### src/design/fixed_point_alu_top_macros.svh
// Assertion macros used by the fixed-point ALU top level.
`ifndef FIXED_POINT_ALU_TOP_MACROS_SVH
`define FIXED_POINT_ALU_TOP_MACROS_SVH

`ifndef SYNTH
`define FPA_CHECK(lbl, cond) \
    lbl: assert property (@(posedge clk) disable iff (!rst_n) (cond)) \
        else $error("fixed_point_alu check failed");
`define FPA_IMPLY(lbl, ante, cons) \
    lbl: assert property (@(posedge clk) disable iff (!rst_n) (ante) |-> (cons)) \
        else $error("fixed_point_alu implication failed");
`else
`define FPA_CHECK(lbl, cond)
`define FPA_IMPLY(lbl, ante, cons)
`endif

`endif

### src/design/fpa_pkg.sv
// Types, operation codes and helpers for the fixed-point ALU.
package fpa_pkg;

    localparam logic [3:0] KIND_ADD      = 4'd0;
    localparam logic [3:0] KIND_SUB      = 4'd1;
    localparam logic [3:0] KIND_MUL      = 4'd2;
    localparam logic [3:0] KIND_DIV      = 4'd3;
    localparam logic [3:0] KIND_INC      = 4'd4;
    localparam logic [3:0] KIND_DEC      = 4'd5;
    localparam logic [3:0] KIND_MIN      = 4'd6;
    localparam logic [3:0] KIND_MAX      = 4'd7;
    localparam logic [3:0] KIND_TO_INT   = 4'd8;
    localparam logic [3:0] KIND_FROM_INT = 4'd9;

    // widest dividend / quotient: 32 word bits plus 16 fraction bits
    localparam int DVD_MAX = 48;

    typedef struct packed {
        logic [3:0]         kind;
        logic signed [31:0] operand_a;
        logic signed [31:0] operand_b;
    } in_t;

    typedef struct packed {
        logic signed [31:0] value;
        logic               a_greater;
        logic               a_less;
        logic               a_equal;
        logic               overflowed;
        logic               divided_by_zero;
    } out_t;

    typedef struct packed {
        logic [3:0]         kind;
        logic               gt;
        logic               lt;
        logic               eq;
        logic signed [31:0] res;
        logic               ovf;
        logic               dz;
        logic               neg;
        logic [63:0]        prod;
        logic [DVD_MAX-1:0] dvd;
        logic [31:0]        dsr;
        logic [31:0]        rem;
        logic [DVD_MAX-1:0] quo;
    } pipe_t;

    // saturate to a w-bit signed range; returns {ovf, value}
    function automatic logic [32:0] sat_word(input logic signed [63:0] v,
                                             input int unsigned w);
        logic signed [63:0] hi;
        logic signed [63:0] lo;
        hi = (64'sd1 <<< (w - 1)) - 64'sd1;
        lo = -hi - 64'sd1;
        if (v > hi)
            sat_word = {1'b1, hi[31:0]};
        else if (v < lo)
            sat_word = {1'b1, lo[31:0]};
        else
            sat_word = {1'b0, v[31:0]};
    endfunction

endpackage

### src/design/fpa_prep.sv
// Entry stage: operand decode, simple operations, multiply and divider setup.
module fpa_prep #(
    parameter int W = 32,
    parameter int F = 8
) (
    input  logic          clk,
    input  logic          rst_n,
    input  logic          en,
    input  logic          src_valid,
    input  fpa_pkg::in_t  src,
    output logic          dst_valid,
    output fpa_pkg::pipe_t dst
);

    localparam int SH = 32 - W;

    logic                valid_reg;
    fpa_pkg::pipe_t      data_reg;
    fpa_pkg::pipe_t      data_next;
    logic signed [31:0]  a;
    logic signed [31:0]  b;
    logic [31:0]         ma;
    logic [31:0]         mb;
    logic signed [63:0]  a64;
    logic signed [63:0]  b64;
    logic signed [63:0]  sum;
    logic [47:0]         shl;
    logic [32:0]         sat;
    logic signed [63:0]  hi;

    always_comb
    begin
        a   = (src.operand_a <<< SH) >>> SH;
        b   = (src.operand_b <<< SH) >>> SH;
        ma  = a[31] ? (32'd0 - a) : a;
        mb  = b[31] ? (32'd0 - b) : b;
        a64 = 64'(a);
        b64 = 64'(b);
        shl = 48'(ma) << F;
        hi  = (64'sd1 <<< (W - 1)) - 64'sd1;

        data_next      = '0;
        data_next.kind = src.kind;
        data_next.gt   = a > b;
        data_next.lt   = a < b;
        data_next.eq   = a == b;
        data_next.neg  = a[31] ^ b[31];
        data_next.prod = 64'(ma) * 64'(mb);
        data_next.dvd  = shl;
        data_next.dsr  = mb;
        data_next.dz   = (src.kind == fpa_pkg::KIND_DIV) && (b == 32'sd0);

        unique case (src.kind)
            fpa_pkg::KIND_ADD:     sum = a64 + b64;
            fpa_pkg::KIND_SUB:     sum = a64 - b64;
            fpa_pkg::KIND_INC:     sum = a64 + 64'sd1;
            fpa_pkg::KIND_DEC:     sum = a64 - 64'sd1;
            fpa_pkg::KIND_MIN:     sum = (a < b) ? a64 : b64;
            fpa_pkg::KIND_MAX:     sum = (a > b) ? a64 : b64;
            fpa_pkg::KIND_TO_INT:  sum = a64 >>> F;
            fpa_pkg::KIND_FROM_INT:
                sum = a[31] ? -$signed({16'd0, shl}) : $signed({16'd0, shl});
            // zero divisor: push a nonzero dividend just past the bound so saturation flags it; zero gives zero
            fpa_pkg::KIND_DIV:
                sum = (a > 32'sd0) ? hi + 64'sd1
                                   : ((a < 32'sd0) ? -hi - 64'sd2 : 64'sd0);
            default:               sum = 64'sd0;
        endcase

        sat           = fpa_pkg::sat_word(sum, W);
        data_next.res = sat[31:0];
        data_next.ovf = sat[32];
    end

    always_ff @(posedge clk or negedge rst_n)
    begin
        if (!rst_n)
            valid_reg <= 1'b0;
        else if (en)
            valid_reg <= src_valid;
    end

    always_ff @(posedge clk)
    begin
        if (en)
            data_reg <= data_next;
    end

    assign dst_valid = valid_reg;
    assign dst       = data_reg;

endmodule

### config.mk
export PLATFORM = sky130hd
export DESIGN_NAME = fpa_prep
export DESIGN_NICKNAME = d
export VERILOG_FILES = /design/src/design/fixed_point_alu_top_macros.svh /design/src/design/fpa_pkg.sv /design/src/design/fpa_prep.sv
export SDC_FILE = /design/constraint.sdc
export NUM_CORES = 2
export LEC_CHECK = 0
export ABC_AREA = 1
export BUFFER_PORTS_ARGS = -buffer_cell sky130_fd_sc_hd__buf_2
export CORE_MARGIN = 4
export CORE_UTILIZATION = 37
export DETAILED_ROUTE_END_ITERATION = 12
export PLACE_DENSITY = 0.6
export SETUP_SLACK_MARGIN = 0.02
export SLEW_MARGIN = 20
export SYNTH_ARGS = -nofsm -noshare
export SYNTH_HDL_FRONTEND = slang
export SYNTH_SLANG_ARGS = --single-unit
export TNS_END_PERCENT = 20
### constraint.sdc
create_clock -name clk -period 1.09 [get_ports clk]
set_input_delay 0.109 -clock clk [delete_from_list [all_inputs] [get_ports clk]]
set_output_delay 0.109 -clock clk [all_outputs]
set_load 0.01 [all_outputs]
==> impl_metrics.tcl <==
set metrics [dict create \
    grt_pass1_wl_um 306000 \
    die_area_mm2 0.137 \
    wire_per_inst_um 22.0 \
    violations "negative setup slack" \
    finalHoldViolCount 0 \
    yosys_warnings 0 \
    slew_viol_final 0 \
    fin_crit_ps 8130 \
    dr_total_vias 48400 \
    cts_made_buffers 17 \
    relSlewSlack_pct 61.4 \
    synth_enable_flop_cells 170 \
    worst_pin_slew_ps 573 \
    cts_tree "done" \
    first_pass_iters 6 \
    cp-start-kind "primary input" \
    antenna_found_initial 8 \
    start_util_pct 37.3 \
    skew_ps 0 \
    die_w_um 370 \
    cp.arrival_ps 8440 \
    status "finished, violations left" \
    timing.fmax_mhz 123 \
    totalWireLength_um 207000 \
    drt_iter0_drc 4427 \
    num_io_pins 339 \
    track_usage_pct 30.2 \
    setup_viol 324 \
    root_buffer "clkbuf_16" \
    post-route-util_pct 51.3 \
    htree_levels 4 \
    wl_met1_um 84000 \
    ys_async_sr_fraction_pct 0.585 \
    netlist_area_mm2 0.0484 \
    syn2layout_area_growth_pct 37.4 \
    synth.avg_cell_area_um2 7.80 \
    worst_hold_slack_ps 38.6 \
    period_share_pct 746 \
    final_antenna_net_count 0 \
    coreArea_mm2 0.130 \
    clk_pin_slew_ps 80 \
    cts_buffer_depth 2 \
    max_stage_delay_ps 580 \
    rsz0062_at_grt "yes" \
    dpl_worst_slack_ps -7850 \
    synth-main-ff-cell "edfxtp_1" \
    n_antenna_cell 0 \
    crit-reg2reg-launch "dst_valid$_DFFE_PN0P_" \
    crit_type "primary input to register" \
    seq_area_frac_synth_pct 10.6 \
    synth.distinct_cells 60 \
    grt_start_max_net_pins 40 \
    dieHeight_um 370 \
    clock_latency_ps 580 \
    hp-class "primary input to register" \
    layout-drive-gt1-share_pct 30.4 \
    post_drt_via_cell_ratio 5.13 \
    cp.required_ps 1400 \
    top_layer_used "met5" \
    route.detailed.drc 0 \
    hp-start "en" \
    r2r_cells 1 \
    maxCapViolCount 0 \
    nets 8971 \
    synth_cells 6208 \
    crit_path_top_delay_cell "fa_1" \
    dp_hpwl_um 174000 \
    place.gp.congestion 1.03 \
    grt_overflow 0 \
    fin_ws_ps -7040 \
    critical_path.startpoint "src[1]" \
    wl_met2_um 94700 \
    cp-end-kind "register" \
    worstHoldPathCells 2 \
    crit_path_frequent_cell "fa_1" \
    cp_max_fo 4 \
    ys_ff_latch 171 \
    clkSinkCount 171 \
    rows 132 \
    io_buffers 242 \
    dr_wl_met3_um 18000 \
    grt_pass1_vias 49000 \
]
worst max-delay path, delay by kind of cell:
family                     cells  cell delay, ps
adders and majority gates      9            4360
and+or+nand+nor               22            2910
xor gates and xnor gates       1             130
AOI/OAI and AO/OA              1              60
buffers and inverters          8             840
state kept, by name, summed over array words and instances, names as in the netlist:
| signal | count |
|---|---|
| dst | 170 |
| dst_valid | 1 |
per-layer routing:
metal	GRT usage, %	vias to the layer above
li1	-	21600
met1	40.6	24000
met2	48.7	2297
met3	4.97	415
met4	12.1	2
met5	0	-
Yosys cell counts, types with 11 or more instances:
library cell	n	area, um^2
nand2_2	26	163
nand3_1	197	986
or2_2	12	75.1
buf_2	48	240
buf_1	28	105
xnor2_1	23	201
o2111ai_1	12	105
o21bai_1	12	90.1
nor2_2	16	100
nor3_1	54	270
o21ai_0	209	1050
edfxtp_1	170	5100
inv_1	1246	4680
nor2_1	836	3140
o31ai_1	14	105
xor2_1	73	639
o21ai_1	11	55.1
clkinv_1	21	78.8
o211ai_1	34	255
clkbuf_1	175	657
a31oi_1	38	238
buf_4	102	766
a21oi_1	253	1270
ha_1	330	4130
nand4_1	40	250
nand2_1	1173	4400
fa_1	898	18000
inv_2	22	82.6
nor4_1	22	138
stage by stage:
| stage | TNS [ps] | cells | area (um^2) |
|---|---|---|---|
| floorplan | -454660 | 6303 | 49700 |
| global placement | -582630 | 9288 | 62200 |
| detailed placement | -586630 | 9288 | 62200 |
| CTS | -482570 | 9363 | 64700 |
| global route | -514060 | 9426 | 66500 |
| finish | -485740 | 9426 | 66500 |
final timing paths:
kind,slack (ps),to
min,40,dst[134]$_DFFE_PP_
max,-7040,dst[219]$_DFFE_PP_
max reg2reg,350,dst_valid$_DFFE_PN0P_
min reg2reg,510,dst_valid$_DFFE_PN0P_
max in group asynchronous,620,dst_valid$_DFFE_PN0P_
min in group asynchronous,370,dst_valid$_DFFE_PN0P_
layout make-up:
class                           count  area (um^2)
Sequential cell                   171         5130
Timing Repair Buffer             1714        13900
Tap cell                         1742         2180
Clock buffer                       17          425
Fill cell                       12400        63100
Inverter                         1289         4960
Clock inverter                     15          151
Multi-Input combinational cell   4478        39800
cell usage in the layout, fill, tap and decap left out, drive strengths merged, types with 26 or more instances in the layout:
cell type | synthesis | layout
a31oi | 38 | 38
nand2 | 1205 | 1205
o21ai | 221 | 221
buf | 186 | 1701
ha | 330 | 330
nand4 | 44 | 44
clkinv | 21 | 26
conb | 1 | 96
inv | 1268 | 1271
o211ai | 34 | 34
edfxtp | 170 | 170
nor3 | 59 | 59
nor2 | 861 | 861
fa | 898 | 898
a21oi | 253 | 253
nand3 | 205 | 205
xor2 | 73 | 73
cell families after synthesis:
logic type                 share of synthesized area, %
AOI/OAI and AO/OA                                  7.50
and+or+nand+nor                                    20.6
muxes                                            0.0233
DFF                                                10.6
adders and majority gates                          45.7
xor gates and xnor gates                           1.74
buffers and inverters                              13.9
other                                           0.00775
repair_timing:
item / in CTS / in global routing
gates resized for setup: 336 / 329
hold buffers: 7 / 0
setup endpoints to repair: 326 / 327
setup buffers: 39 / 60
pin swaps: 112 / 116
endpoints found under the hold margin: 6 / 0
gates cloned: 1 / 3
Power is left out: the tool's default activity adds up to more than one toggle a clock period on the data nets, which glitch-free logic cannot reach.
