### src/design/fixed_point_alu_top_macros.svh
// Assertion macros used by the fixed-point ALU top level.
`ifndef FIXED_POINT_ALU_TOP_MACROS_SVH
`define FIXED_POINT_ALU_TOP_MACROS_SVH

`ifndef SYNTH
`define FPA_CHECK(lbl, cond) \
    lbl: assert property (@(posedge clk) disable iff (!rst_n) (cond)) \
        else $error("fixed_point_alu check failed");
`define FPA_IMPLY(lbl, ante, cons) \
    lbl: assert property (@(posedge clk) disable iff (!rst_n) (ante) |-> (cons)) \
        else $error("fixed_point_alu implication failed");
`else
`define FPA_CHECK(lbl, cond)
`define FPA_IMPLY(lbl, ante, cons)
`endif

`endif

### src/design/fpa_pkg.sv
// Types, operation codes and helpers for the fixed-point ALU.
package fpa_pkg;

    localparam logic [3:0] KIND_ADD      = 4'd0;
    localparam logic [3:0] KIND_SUB      = 4'd1;
    localparam logic [3:0] KIND_MUL      = 4'd2;
    localparam logic [3:0] KIND_DIV      = 4'd3;
    localparam logic [3:0] KIND_INC      = 4'd4;
    localparam logic [3:0] KIND_DEC      = 4'd5;
    localparam logic [3:0] KIND_MIN      = 4'd6;
    localparam logic [3:0] KIND_MAX      = 4'd7;
    localparam logic [3:0] KIND_TO_INT   = 4'd8;
    localparam logic [3:0] KIND_FROM_INT = 4'd9;

    // widest dividend / quotient: 32 word bits plus 16 fraction bits
    localparam int DVD_MAX = 48;

    typedef struct packed {
        logic [3:0]         kind;
        logic signed [31:0] operand_a;
        logic signed [31:0] operand_b;
    } in_t;

    typedef struct packed {
        logic signed [31:0] value;
        logic               a_greater;
        logic               a_less;
        logic               a_equal;
        logic               overflowed;
        logic               divided_by_zero;
    } out_t;

    typedef struct packed {
        logic [3:0]         kind;
        logic               gt;
        logic               lt;
        logic               eq;
        logic signed [31:0] res;
        logic               ovf;
        logic               dz;
        logic               neg;
        logic [63:0]        prod;
        logic [DVD_MAX-1:0] dvd;
        logic [31:0]        dsr;
        logic [31:0]        rem;
        logic [DVD_MAX-1:0] quo;
    } pipe_t;

    // saturate to a w-bit signed range; returns {ovf, value}
    function automatic logic [32:0] sat_word(input logic signed [63:0] v,
                                             input int unsigned w);
        logic signed [63:0] hi;
        logic signed [63:0] lo;
        hi = (64'sd1 <<< (w - 1)) - 64'sd1;
        lo = -hi - 64'sd1;
        if (v > hi)
            sat_word = {1'b1, hi[31:0]};
        else if (v < lo)
            sat_word = {1'b1, lo[31:0]};
        else
            sat_word = {1'b0, v[31:0]};
    endfunction

endpackage

### src/design/fpa_cell.sv
// One restoring-division cell: resolves one quotient bit per beat.
module fpa_cell #(
    parameter int BIT = 0
) (
    input  logic           clk,
    input  logic           rst_n,
    input  logic           en,
    input  logic           src_valid,
    input  fpa_pkg::pipe_t src,
    output logic           dst_valid,
    output fpa_pkg::pipe_t dst
);

    logic           valid_reg;
    fpa_pkg::pipe_t data_reg;
    fpa_pkg::pipe_t data_next;
    logic [32:0]    trial;
    logic           fits;

    always_comb
    begin
        trial     = {src.rem, src.dvd[BIT]};
        fits      = trial >= {1'b0, src.dsr};
        data_next = src;
        data_next.rem = fits ? 32'(trial - {1'b0, src.dsr}) : trial[31:0];
        data_next.quo = {src.quo[fpa_pkg::DVD_MAX-2:0], fits};
    end

    always_ff @(posedge clk or negedge rst_n)
    begin
        if (!rst_n)
            valid_reg <= 1'b0;
        else if (en)
            valid_reg <= src_valid;
    end

    always_ff @(posedge clk)
    begin
        if (en)
            data_reg <= data_next;
    end

    assign dst_valid = valid_reg;
    assign dst       = data_reg;

endmodule

### config.mk
export PLATFORM = sky130hd
export DESIGN_NAME = fpa_cell
export DESIGN_NICKNAME = d
export VERILOG_FILES = /design/src/design/fixed_point_alu_top_macros.svh /design/src/design/fpa_pkg.sv /design/src/design/fpa_cell.sv
export SDC_FILE = /design/constraint.sdc
export NUM_CORES = 1
export LEC_CHECK = 0
export BUFFER_PORTS_ARGS = -buffer_cell sky130_fd_sc_hd__buf_4
export CELL_PAD_IN_SITES_DETAIL_PLACEMENT = 0
export CELL_PAD_IN_SITES_GLOBAL_PLACEMENT = 1
export CORE_AREA = 10 10 198 200
export CTS_CLUSTER_SIZE = 16
export DETAILED_ROUTE_END_ITERATION = 8
export DIE_AREA = 0 0 208 210
export GPL_TIMING_DRIVEN = 0
export PLACE_DENSITY = 0.74
export SLEW_MARGIN = 20
export SYNTH_ARGS = -nofsm -noshare
export SYNTH_HDL_FRONTEND = slang
export SYNTH_SLANG_ARGS = --single-unit
### constraint.sdc
create_clock -name clk -period 0.9 [get_ports clk]
set_clock_uncertainty 0.05 [all_clocks]
set_input_delay 0.09 -clock clk [delete_from_list [all_inputs] [get_ports clk]]
set_output_delay 0.09 -clock clk [all_outputs]
set_load 0.01 [all_outputs]
==> run metrics, run 1 <==
min Tclk post-route 2.48 ns; syn_nets 916; All-Layer GR Usage between 20% and 30%; cell mode on critical path buf_4; crit share post-route 276%; top_reg_cell synth edfxtp_1; failing checks negative hold slack, negative setup slack; synthesized flop and latch total 267; most frequent cells in the layout buf_4 (296), buf_6 (273), edfxtp_1 (266), dlygate4sd3_1 (266), a21oi_1 (43); status complete, but fails checks; final-report hold violation count 50; Clock Path Buffers 3; layout cells sized above 1 ~46%; DRC Markers 0; EDFF count, synth roughly 270; Die Ht 210 µm; max_slew headroom 64.6%; # setup viols final around 300; sequential power share a little over two fifths; worst hold start src[78]; largest net degree at the start of global routing around 90; vias per cell about 4.5; H-tree Lvls 1; Synth Cell Area between 0.01 and 0.015 mm²; Netlist cell types 49; crit-path max cell delay between 0.4 and 0.5 ns; Final ANT Viol Nets 0; Pre-antenna DRT Iters 5; 1st-iter DRT viols 565; Hold WC Path Type primary input to flop; final core occ between 50% and 60%; Post-Place Worst Slack -2.72 ns; Avg Cell Area, Syn 16.7 µm²; nets@finish 1781; vias in the first global route between 9k and 10k; fmax approximately 0.4 GHz; switching share of power 25.5%; initial antenna violation count 8; Critical Path RT between 1 and 1.5 ns; slowest CP cell or4_4; critical path endpoint category flop; Worst-Margin Slew 0.531 ns; commonest non-fill, non-tap cell in the layout buf_4; CP Launch Type primary input; critical-path cell list buf_4 -> inv_1 -> ha_1 -> buf_4 -> nand4_1 -> or4_4 -> a21oi_4 -> nor3_4 -> a211oi_4 -> o21ai_4 -> o31ai_4 -> buf_6 -> buf_12 -> mux2_4; Slew Limit Fails 0; max-cap viol count 0; RePlAce Congestion around 0.86; asr flop ratio synth less than 1%; DP Area between 0.015 and 0.02 mm²; Buffers on Ports roughly 540; hold slack -0.176 ns; Top-Level Pins roughly 540; crit-path max FO 8; FP Rows roughly 70; WL final 48.5 mm; synth warn 0; critical path class primary input to flop; Leak Pwr between 8 and 9 nW; core area ~0.035 mm²; Initial Util between 20 and 30%; final worst slack -1.58 ns; DR WL/cell between 20 and 25 µm; area growth from synthesis to layout 99.1%; pwr dens around 1800 mW/mm²; clock net sink count 267; Worst R2R Start dst_valid$_DFFE_PN0P_; # fillers 2655; register clock-pin slew on the reported worst setup and hold paths ~0.060 ns; Switch Pwr between 9 and 10 mW; Die X around 210 µm; Buf/Inv on CP 5; vias post-DR a little under 9k; clk root buf clkbuf_16; CTS tree yes; crit path from src[92]; Pint approximately 27 mW; Crit path max-delay family compound AO/OA/AOI/OAI gates; VDD IR max 1.41 mV; total power 36.0 mW; TritonCTS Buffers 30; gate count after technology mapping slightly above 600; sequential share of the synthesized area ~80%; die area about 0.044 mm²; Clk Latency, worst-skew pair about 0.56 ns; setup TNS -136.00 ns; Comb pwr share around 23%; Clock power frac between 30% and 40%; Post-DP HPWL about 34 mm; grt ovf 0; first-pass GRT wire length 66.3 mm; RSZ-0062 raised after global routing true; worst endpoint data arrival time 2.73 ns; post-route cell area around 0.020 mm²
-- path summary, 6_finish.rpt --
kind / depth (start not counted) / to / slack, ns
setup / recovery: 14 / dst[55]$_DFFE_PP_ / -1.58
hold / removal: 3 / dst[79]$_DFFE_PP_ / -0.18
setup reg to reg: 2 / dst_valid$_DFFE_PN0P_ / -0.05
hold reg to reg: 2 / dst_valid$_DFFE_PN0P_ / 0.60
max in group asynchronous: 3 / dst_valid$_DFFE_PN0P_ / 0.36
min in group asynchronous: 3 / dst_valid$_DFFE_PN0P_ / 0.33
-- power by group through the flow --
stage / combinational, mW / sequential, mW / clock (mW)
floorplan: 1.53 / 16.1 / 0
global placement: 5.72 / 15.6 / 0
detailed placement: 5.79 / 15.6 / 0
CTS: 7.71 / 15.5 / 12.5
global route: 8.56 / 15.7 / 13.1
finish: 8.09 / 15.6 / 12.4
-- cell type report --
cell class              instances  area (µm²)  area share, %
repair buffers                840        8120           39.9
diodes                          8        20.0         0.0983
well taps                     461         577           2.83
inverters                      38         165          0.811
clock inverters                16         168          0.823
clock buffers                  39         806           3.95
plain buffers                  11         139          0.682
multi-input cells             290        2370           11.6
flip-flops and latches        267        8010           39.3
-- stage by stage --
| step | std cells | hold WS, ns |
|---|---|---|
| after floorplan | 613 | -0.256 |
| after global placement | 1609 | -0.181 |
| after detailed placement | 1611 | -0.179 |
| after CTS | 1951 | -0.327 |
| after global routing | 1970 | -0.175 |
| final | 1970 | -0.176 |
-- worst register-to-register path: stages (launching register included) --
cell     delay [ns]
dfrtp_1        0.40
buf_6          0.12
mux2_4         0.26
-- repair_timing --
| item | in CTS | in global routing |
|---|---|---|
| endpoints found under the setup margin | 480 | 301 |
| endpoints found under the hold margin | 354 | 90 |
| cloned | 2 | 1 |
| resized for setup | 262 | 98 |
| hold buffers | 265 | 1 |
| pin swaps | 8 | 21 |
| setup buffers | 21 | 15 |
-- sequential cells by signal, indices dropped and copies added (netlist names) --
name and flops:
dst 266, dst_valid 1
-- cells in the mapped netlist, types with 12 or more instances --
cell | number | share of area (%)
ha_1 | 32 | 3.9
xnor2_1 | 15 | 1.3
xor2_1 | 12 | 1.0
a21oi_1 | 56 | 2.7
edfxtp_1 | 266 | 78
inv_1 | 38 | 1.4
a21o_1 | 12 | 0.88
o21ai_0 | 16 | 0.78
nor2_1 | 35 | 1.3
nand2_1 | 26 | 0.95
-- metal layers --
metal | global-route usage, % | up-vias | wire (µm)
met1 | 20.4 | 4361 | 16400
met3 | 6.48 | 86 | 3670
met2 | 38.8 | 406 | 26700
met4 | 7.62 | 0 | 1740
li1 | - | 4076 | -
met5 | 0 | - | 0
-- cells by family (layout without fill, tap and decap cells) --
logic type	after synthesis	after routing	synth area share, %
AOI/OAI and AO/OA	119	119	7.15
xor gates and xnor gates	27	27	2.31
adders and majority gates	33	33	4.11
buffers and inverters	56	944	2.27
DFF	267	267	78.3
muxes	12	12	1.31
other	0	8	0
and+or+nand+nor	99	99	4.55
Note: power is estimated with default switching activity, not from simulation.
==> inputs of run 2 (changes only) <==
- HOLD_SLACK_MARGIN: default -> 0.1
==> run 2 against run 1 <==
The run still ends with negative hold slack, negative setup slack left; combinational power is 0.9% lower; clock-buffer cell count stayed put; worst hold slack worse by 0.15 ns; first-iteration DRC count is 4.1% lower; sequential power hardly changed; maximum frequency is 0.66% higher; sequential share of layout area is 0.19 points higher; setup slack better by 0.016 ns; largest power group unchanged; highest routed layer unchanged.
==> run metrics, run 2 (synthesized netlist as in run 1, its figures left out) <==
status complete, but fails checks; failing checks negative hold slack, negative setup slack; Worst-Margin Slew 0.531 ns (+0.000205 ns); Critical path destination dst[52]$_DFFE_PP_; hold slack -0.329 ns (-0.153 ns); worst endpoint data arrival time 2.72 ns (about the same); most frequent cells in the layout buf_4 (298), buf_6 (271), edfxtp_1 (266), dlygate4sd3_1 (259), a21oi_1 (44); core area 0.0352 mm² (unchanged); Clk Latency, worst-skew pair 0.55 ns (about the same); Worst R2R End dst_valid$_DFFE_PN0P_; Worst R2R Start dst_valid$_DFFE_PN0P_; Hold WC Path Type primary input to flop; pwr dens 1770 mW/mm² (+0.23%); crit share post-route 274% (-1.8 points); DR WL/cell 24.5 µm (-0.51%); Pre-antenna DRT Iters 5 (unchanged); largest net degree at the start of global routing 91 (unchanged); clk root buf clkbuf_16; critical path depth 13 (-1); slowest CP cell or4_4; WL final 48.0 mm (-0.92%); setup TNS -134.89 ns (+1.10 ns); cell depth of the worst flop-to-flop path 2 (unchanged); total power 35.9 mW (-0.26%); critical path class primary input to flop; # setup viols final 301 (unchanged); TritonCTS Buffers 30 (unchanged); first-pass GRT wire length 65.9 mm (-0.61%); fmax 0.405 GHz (+0.66%); vias in the first global route 9616 (-0.87%); commonest non-fill, non-tap cell in the layout buf_4; RePlAce Congestion 0.858 (unchanged); final worst slack -1.57 ns (+0.0162 ns); DP Area 0.0151 mm² (unchanged); vias post-DR 8919 (-0.11%); met1 wire length 16.2 mm (-0.98%); CP Launch Type primary input; Clock Path Buffers 3 (unchanged); layout cells sized above 1 46.1% (+0.18 points); vias per cell 4.55 (+0.30%); Critical Path RT 1.15 ns (about the same); FP Rows 69 (unchanged); post-route cell area 0.0203 mm² (-0.48%); initial antenna violation count 8 (unchanged); H-tree Lvls 1 (unchanged); max reg flops 266 (unchanged); 1st-iter DRT viols 542 (-4.1%); VDD IR max 1.41 mV (-0.16%); grt ovf 0 (unchanged); Final ANT Viol Nets 0 (unchanged); Die Ht 210 µm (unchanged); Crit path max-delay family compound AO/OA/AOI/OAI gates; Buf/Inv on CP 4 (-1); min Tclk post-route 2.47 ns (-0.0162 ns); R2R Setup Slk -0.05 ns (about the same); Die X 208 µm (unchanged); max_slew headroom 64.6% (about the same); die area 0.0437 mm² (unchanged); WL met2 26.4 mm (-1.0%); critical path endpoint category flop; crit-path max FO 7 (-1); max-cap viol count 0 (unchanged); crit-path max cell delay 0.45 ns (about the same); CTS tree yes; Leak Pwr 8.50 nW (-0.49%); nets@finish 1773 (-0.45%); Buffers on Ports 535 (unchanged); metal3 WL 3.70 mm (+0.87%); RSZ-0062 raised after global routing true; final-report hold violation count 53 (+6.0%); DR top layer met4; # fillers 2666 (+0.41%); Post-DP HPWL 33.7 mm (unchanged); Top-Level Pins 537 (unchanged); register clock-pin slew on the reported worst setup and hold paths 0.06 ns (about the same); clock net sink count 267 (unchanged); Slew Limit Fails 0 (unchanged); DRC Markers 0 (unchanged); Initial Util 29.1% (unchanged); critical-path cell list buf_4 -> inv_1 -> ha_2 -> nand4_1 -> or4_4 -> a21oi_4 -> nor3_4 -> a211oi_4 -> o21ai_4 -> o31ai_4 -> buf_6 -> buf_12 -> mux2_4; area growth from synthesis to layout 98.1%; All-Layer GR Usage 20.3% (-0.087 points); crit path from src[93]
run 2: worst register-to-register path: cells and delay by family (launching register included):
| family | cells | cell delay (ns) |
|---|---|---|
| mux | 1 | 0.26 |
| flops | 1 | 0.40 |
| buf+inv | 1 | 0.12 |
run 2: cell type report:
class	count	area [µm²]	share of cell area [%]
repair buffers	832	8020	39.6
flip-flops and latches	267	8010	39.5
multi-input cells	290	2370	11.7
clock buffers	39	806	3.97
well taps	461	577	2.84
clock inverters	16	168	0.827
inverters	38	165	0.815
plain buffers	11	135	0.666
diodes	8	20.0	0.0987
run 2: report_power, final:
part,internal (mW),switching (mW),total [mW]
Clock,7.17,5.17,12.3
Combinational,4.60,3.43,8.02
Sequential,15.0,0.554,15.6
run 2: how the worst min path moves through the flow:
stage	from	to	depth (start not counted)	slack, ns
final	src[111]	dst[111]$_DFFE_PP_	1	-0.33
after global routing	src[111]	dst[111]$_DFFE_PP_	1	-0.35
after CTS	src[111]	dst[111]$_DFFE_PP_	1	-0.36
after detailed placement	rst_n	dst_valid$_DFFE_PN0P_	1	-0.18
after global placement	rst_n	dst_valid$_DFFE_PN0P_	1	-0.18
after floorplan	rst_n	dst_valid$_DFFE_PN0P_	0	-0.26
run 2: per-layer routing:
metal / vias up / track usage [%]
li1: 4061 / -
met1: 4380 / 20.3
met2: 396 / 38.6
met3: 82 / 6.45
met4: 0 / 7.62
met5: - / 0
run 2: repair_timing:
| item | in CTS | in global routing |
|---|---|---|
| buffers inserted | 21 | 15 |
| hold endpoints to repair | 354 | 101 |
| gates cloned | 2 | 0 |
| resized for setup | 262 | 96 |
| hold buffers | 255 | 4 |
| pin swaps | 8 | 21 |
| endpoints found under the setup margin | 480 | 301 |
run 2: through the flow:
stage / setup slack, ns / hold WS (ns) / instances / util (%)
3_5_place_dp: -2.72 / -0.179 / 1611 / 42.8
6_report: -1.57 / -0.329 / 1962 / 57.6
5_1_grt: -1.61 / -0.349 / 1962 / 57.6
2_1_floorplan: -1.89 / -0.256 / 613 / -
4_1_cts: -1.65 / -0.358 / 1941 / 56.2
3_3_place_gp: -2.74 / -0.181 / 1609 / 42.6
==> inputs of run 3 (changes only) <==
- RECOVER_POWER: default -> 25
==> run 3 against run 2 <==
The run still ends with negative hold slack, negative setup slack left; worst hold slack better by 0.023 ns; sequential power about the same; via count down 0.19%; global-route usage unchanged; critical path depth unchanged; clock power about the same; clock-buffer cell count unchanged; critical path type unchanged; largest cell class unchanged; highest routed layer unchanged.
==> run metrics, run 3 (synthesized netlist as in run 1, its figures left out) <==
die area 0.0437 mm² (unchanged); DRC Markers 0 (unchanged); FP Rows 69 (unchanged); crit-path max FO 7 (unchanged); Post-Layout Cell Count 1962 (unchanged); # setup viols final 480 (+59%); Critical Path RT 1.15 ns (about the same); H-tree Lvls 1 (unchanged); slowest CP cell or4_4; critical path class primary input to flop; Initial Util 29.1% (unchanged); vias in the first global route 9616 (unchanged); Slew Limit Fails 0 (unchanged); commonest non-fill, non-tap cell in the layout buf_4; register clock-pin slew on the reported worst setup and hold paths 0.06 ns (about the same); Leak Pwr 8.49 nW (-0.12%); nets@finish 1773 (unchanged); Placed Instances 1611 (unchanged); initial antenna violation count 8 (unchanged); TritonCTS Buffers 30 (unchanged); critical path endpoint category flop; DR WL/cell 24.5 µm (about the same); Die Ht 210 µm (unchanged); failing checks negative hold slack, negative setup slack; layout cells sized above 1 46.0% (-0.067 points); vias per cell 4.54 (-0.19%); grt ovf 0 (unchanged); Clock Path Buffers 3 (unchanged); area growth from synthesis to layout 98.0% (about the same); core area 0.0352 mm² (unchanged); RePlAce Congestion 0.858 (unchanged); most frequent cells in the layout buf_4 (282), buf_6 (272), edfxtp_1 (266), dlygate4sd3_1 (259), a21oi_1 (44); clock net sink count 267 (unchanged); largest net degree at the start of global routing 91 (unchanged); All-Layer GR Usage 20.3% (unchanged); critical-path cell list buf_4 -> inv_1 -> ha_2 -> nand4_1 -> or4_4 -> a21oi_4 -> nor3_4 -> a211oi_4 -> o21ai_4 -> o31ai_4 -> buf_6 -> buf_12 -> mux2_4; Worst-Margin Slew 0.868 ns (+0.337 ns); Hold WC Path Type primary input to flop; final-report hold violation count 9 (-83%); Buffers on Ports 535 (unchanged); worst endpoint data arrival time 2.71 ns (about the same); final worst slack -1.56 ns (+0.00429 ns); flip-flop and latch area 0.00801 mm² (unchanged); first-pass GRT wire length 65.9 mm (unchanged); clk root buf clkbuf_16; crit-path max cell delay 0.45 ns (about the same); Post-DP HPWL 33.7 mm (unchanged); max-cap viol count 0 (unchanged); vias post-DR 8902 (-0.19%); Die X 208 µm (unchanged); Clk Latency, worst-skew pair 0.56 ns (about the same); Final ANT Viol Nets 0 (unchanged); Pre-antenna DRT Iters 5 (unchanged); pwr dens 1770 mW/mm² (about the same); max_slew headroom 42.1% (-22 points); 1st-iter DRT viols 573 (+5.7%); min Tclk post-route 2.46 ns (-0.00429 ns); VDD IR max 1.41 mV (-0.20%); hold slack -0.307 ns (+0.0228 ns); status complete, but fails checks; CTS tree yes; # fillers 2665 (-0.038%); Top-Level Pins 537 (unchanged); fmax 0.406 GHz (+0.17%); Post-Place Worst Slack -2.72 ns (unchanged); WL final 48.0 mm (about the same); CP Launch Type primary input; crit share post-route 274% (-0.48 points); RSZ-0062 raised after global routing true; max reg flops 266 (unchanged); Multi-input gate area 0.00237 mm² (unchanged)
-- run 3: worst paths after layout --
check	from	to	slack, ns	cells after the start
min	src[111]	dst[111]$_DFFE_PP_	-0.31	1
max reg2reg	dst_valid$_DFFE_PN0P_	dst_valid$_DFFE_PN0P_	-0.05	2
max in group asynchronous	rst_n	dst_valid$_DFFE_PN0P_	0.36	3
min reg2reg	dst_valid$_DFFE_PN0P_	dst_valid$_DFFE_PN0P_	0.60	2
max	src[93]	dst[52]$_DFFE_PP_	-1.56	13
min in group asynchronous	rst_n	dst_valid$_DFFE_PN0P_	0.33	3
-- run 3: timing repair --
action / in CTS / in global routing
setup buffers: 21 / 15
pin swaps: 8 / 21
endpoints found under the hold margin: 354 / 101
setup endpoints to repair: 480 / 301
hold buffers: 255 / 4
cloned: 2 / 0
gates resized for setup: 262 / 96
-- run 3: worst max-delay path: cells and delay by family --
family	cells	cell delay, ns
adders and majority gates	1	0.39
and+or+nand+nor	3	0.68
AOI/OAI and AO/OA	4	0.83
buffers and inverters	4	0.43
muxes	1	0.30
-- run 3: through the flow --
| step | instance area [µm²] | util, % | power, mW | TNS (ns) |
|---|---|---|---|---|
| after CTS | 19800 | 56.2 | 35.6 | -144.14 |
| after detailed placement | 15100 | 42.8 | 21.3 | -215.61 |
| after floorplan | 10400 | - | 17.7 | -59.44 |
| after global routing | 20300 | 57.5 | 37.3 | -185.01 |
| after global placement | 15000 | 42.6 | 21.3 | -670.98 |
| final | 20300 | 57.5 | 35.9 | -163.04 |
-- run 3: routing by layer --
metal	vias to the layer above	wire length, µm	track usage (%)
met3	82	3650	6.45
met4	0	1710	7.62
li1	4063	-	-
met1	4371	16200	20.3
met5	-	0	0
met2	386	26400	38.6
-- run 3: area by class of cell --
type	instances	area share, %
Antenna cell	8	0.0988
Clock inverter	16	0.827
Multi-Input combinational cell	290	11.7
Inverter	38	0.815
Buffer	11	0.667
Clock buffer	39	3.98
Tap cell	461	2.85
Timing Repair Buffer	832	39.5
Sequential cell	267	39.5
-- run 3: power by group --
group / internal, mW / switching (mW) / leakage, nW
registers: 15.0 / 0.554 / 2.62
clock network: 7.17 / 5.19 / 0.466
logic: 4.59 / 3.42 / 5.41
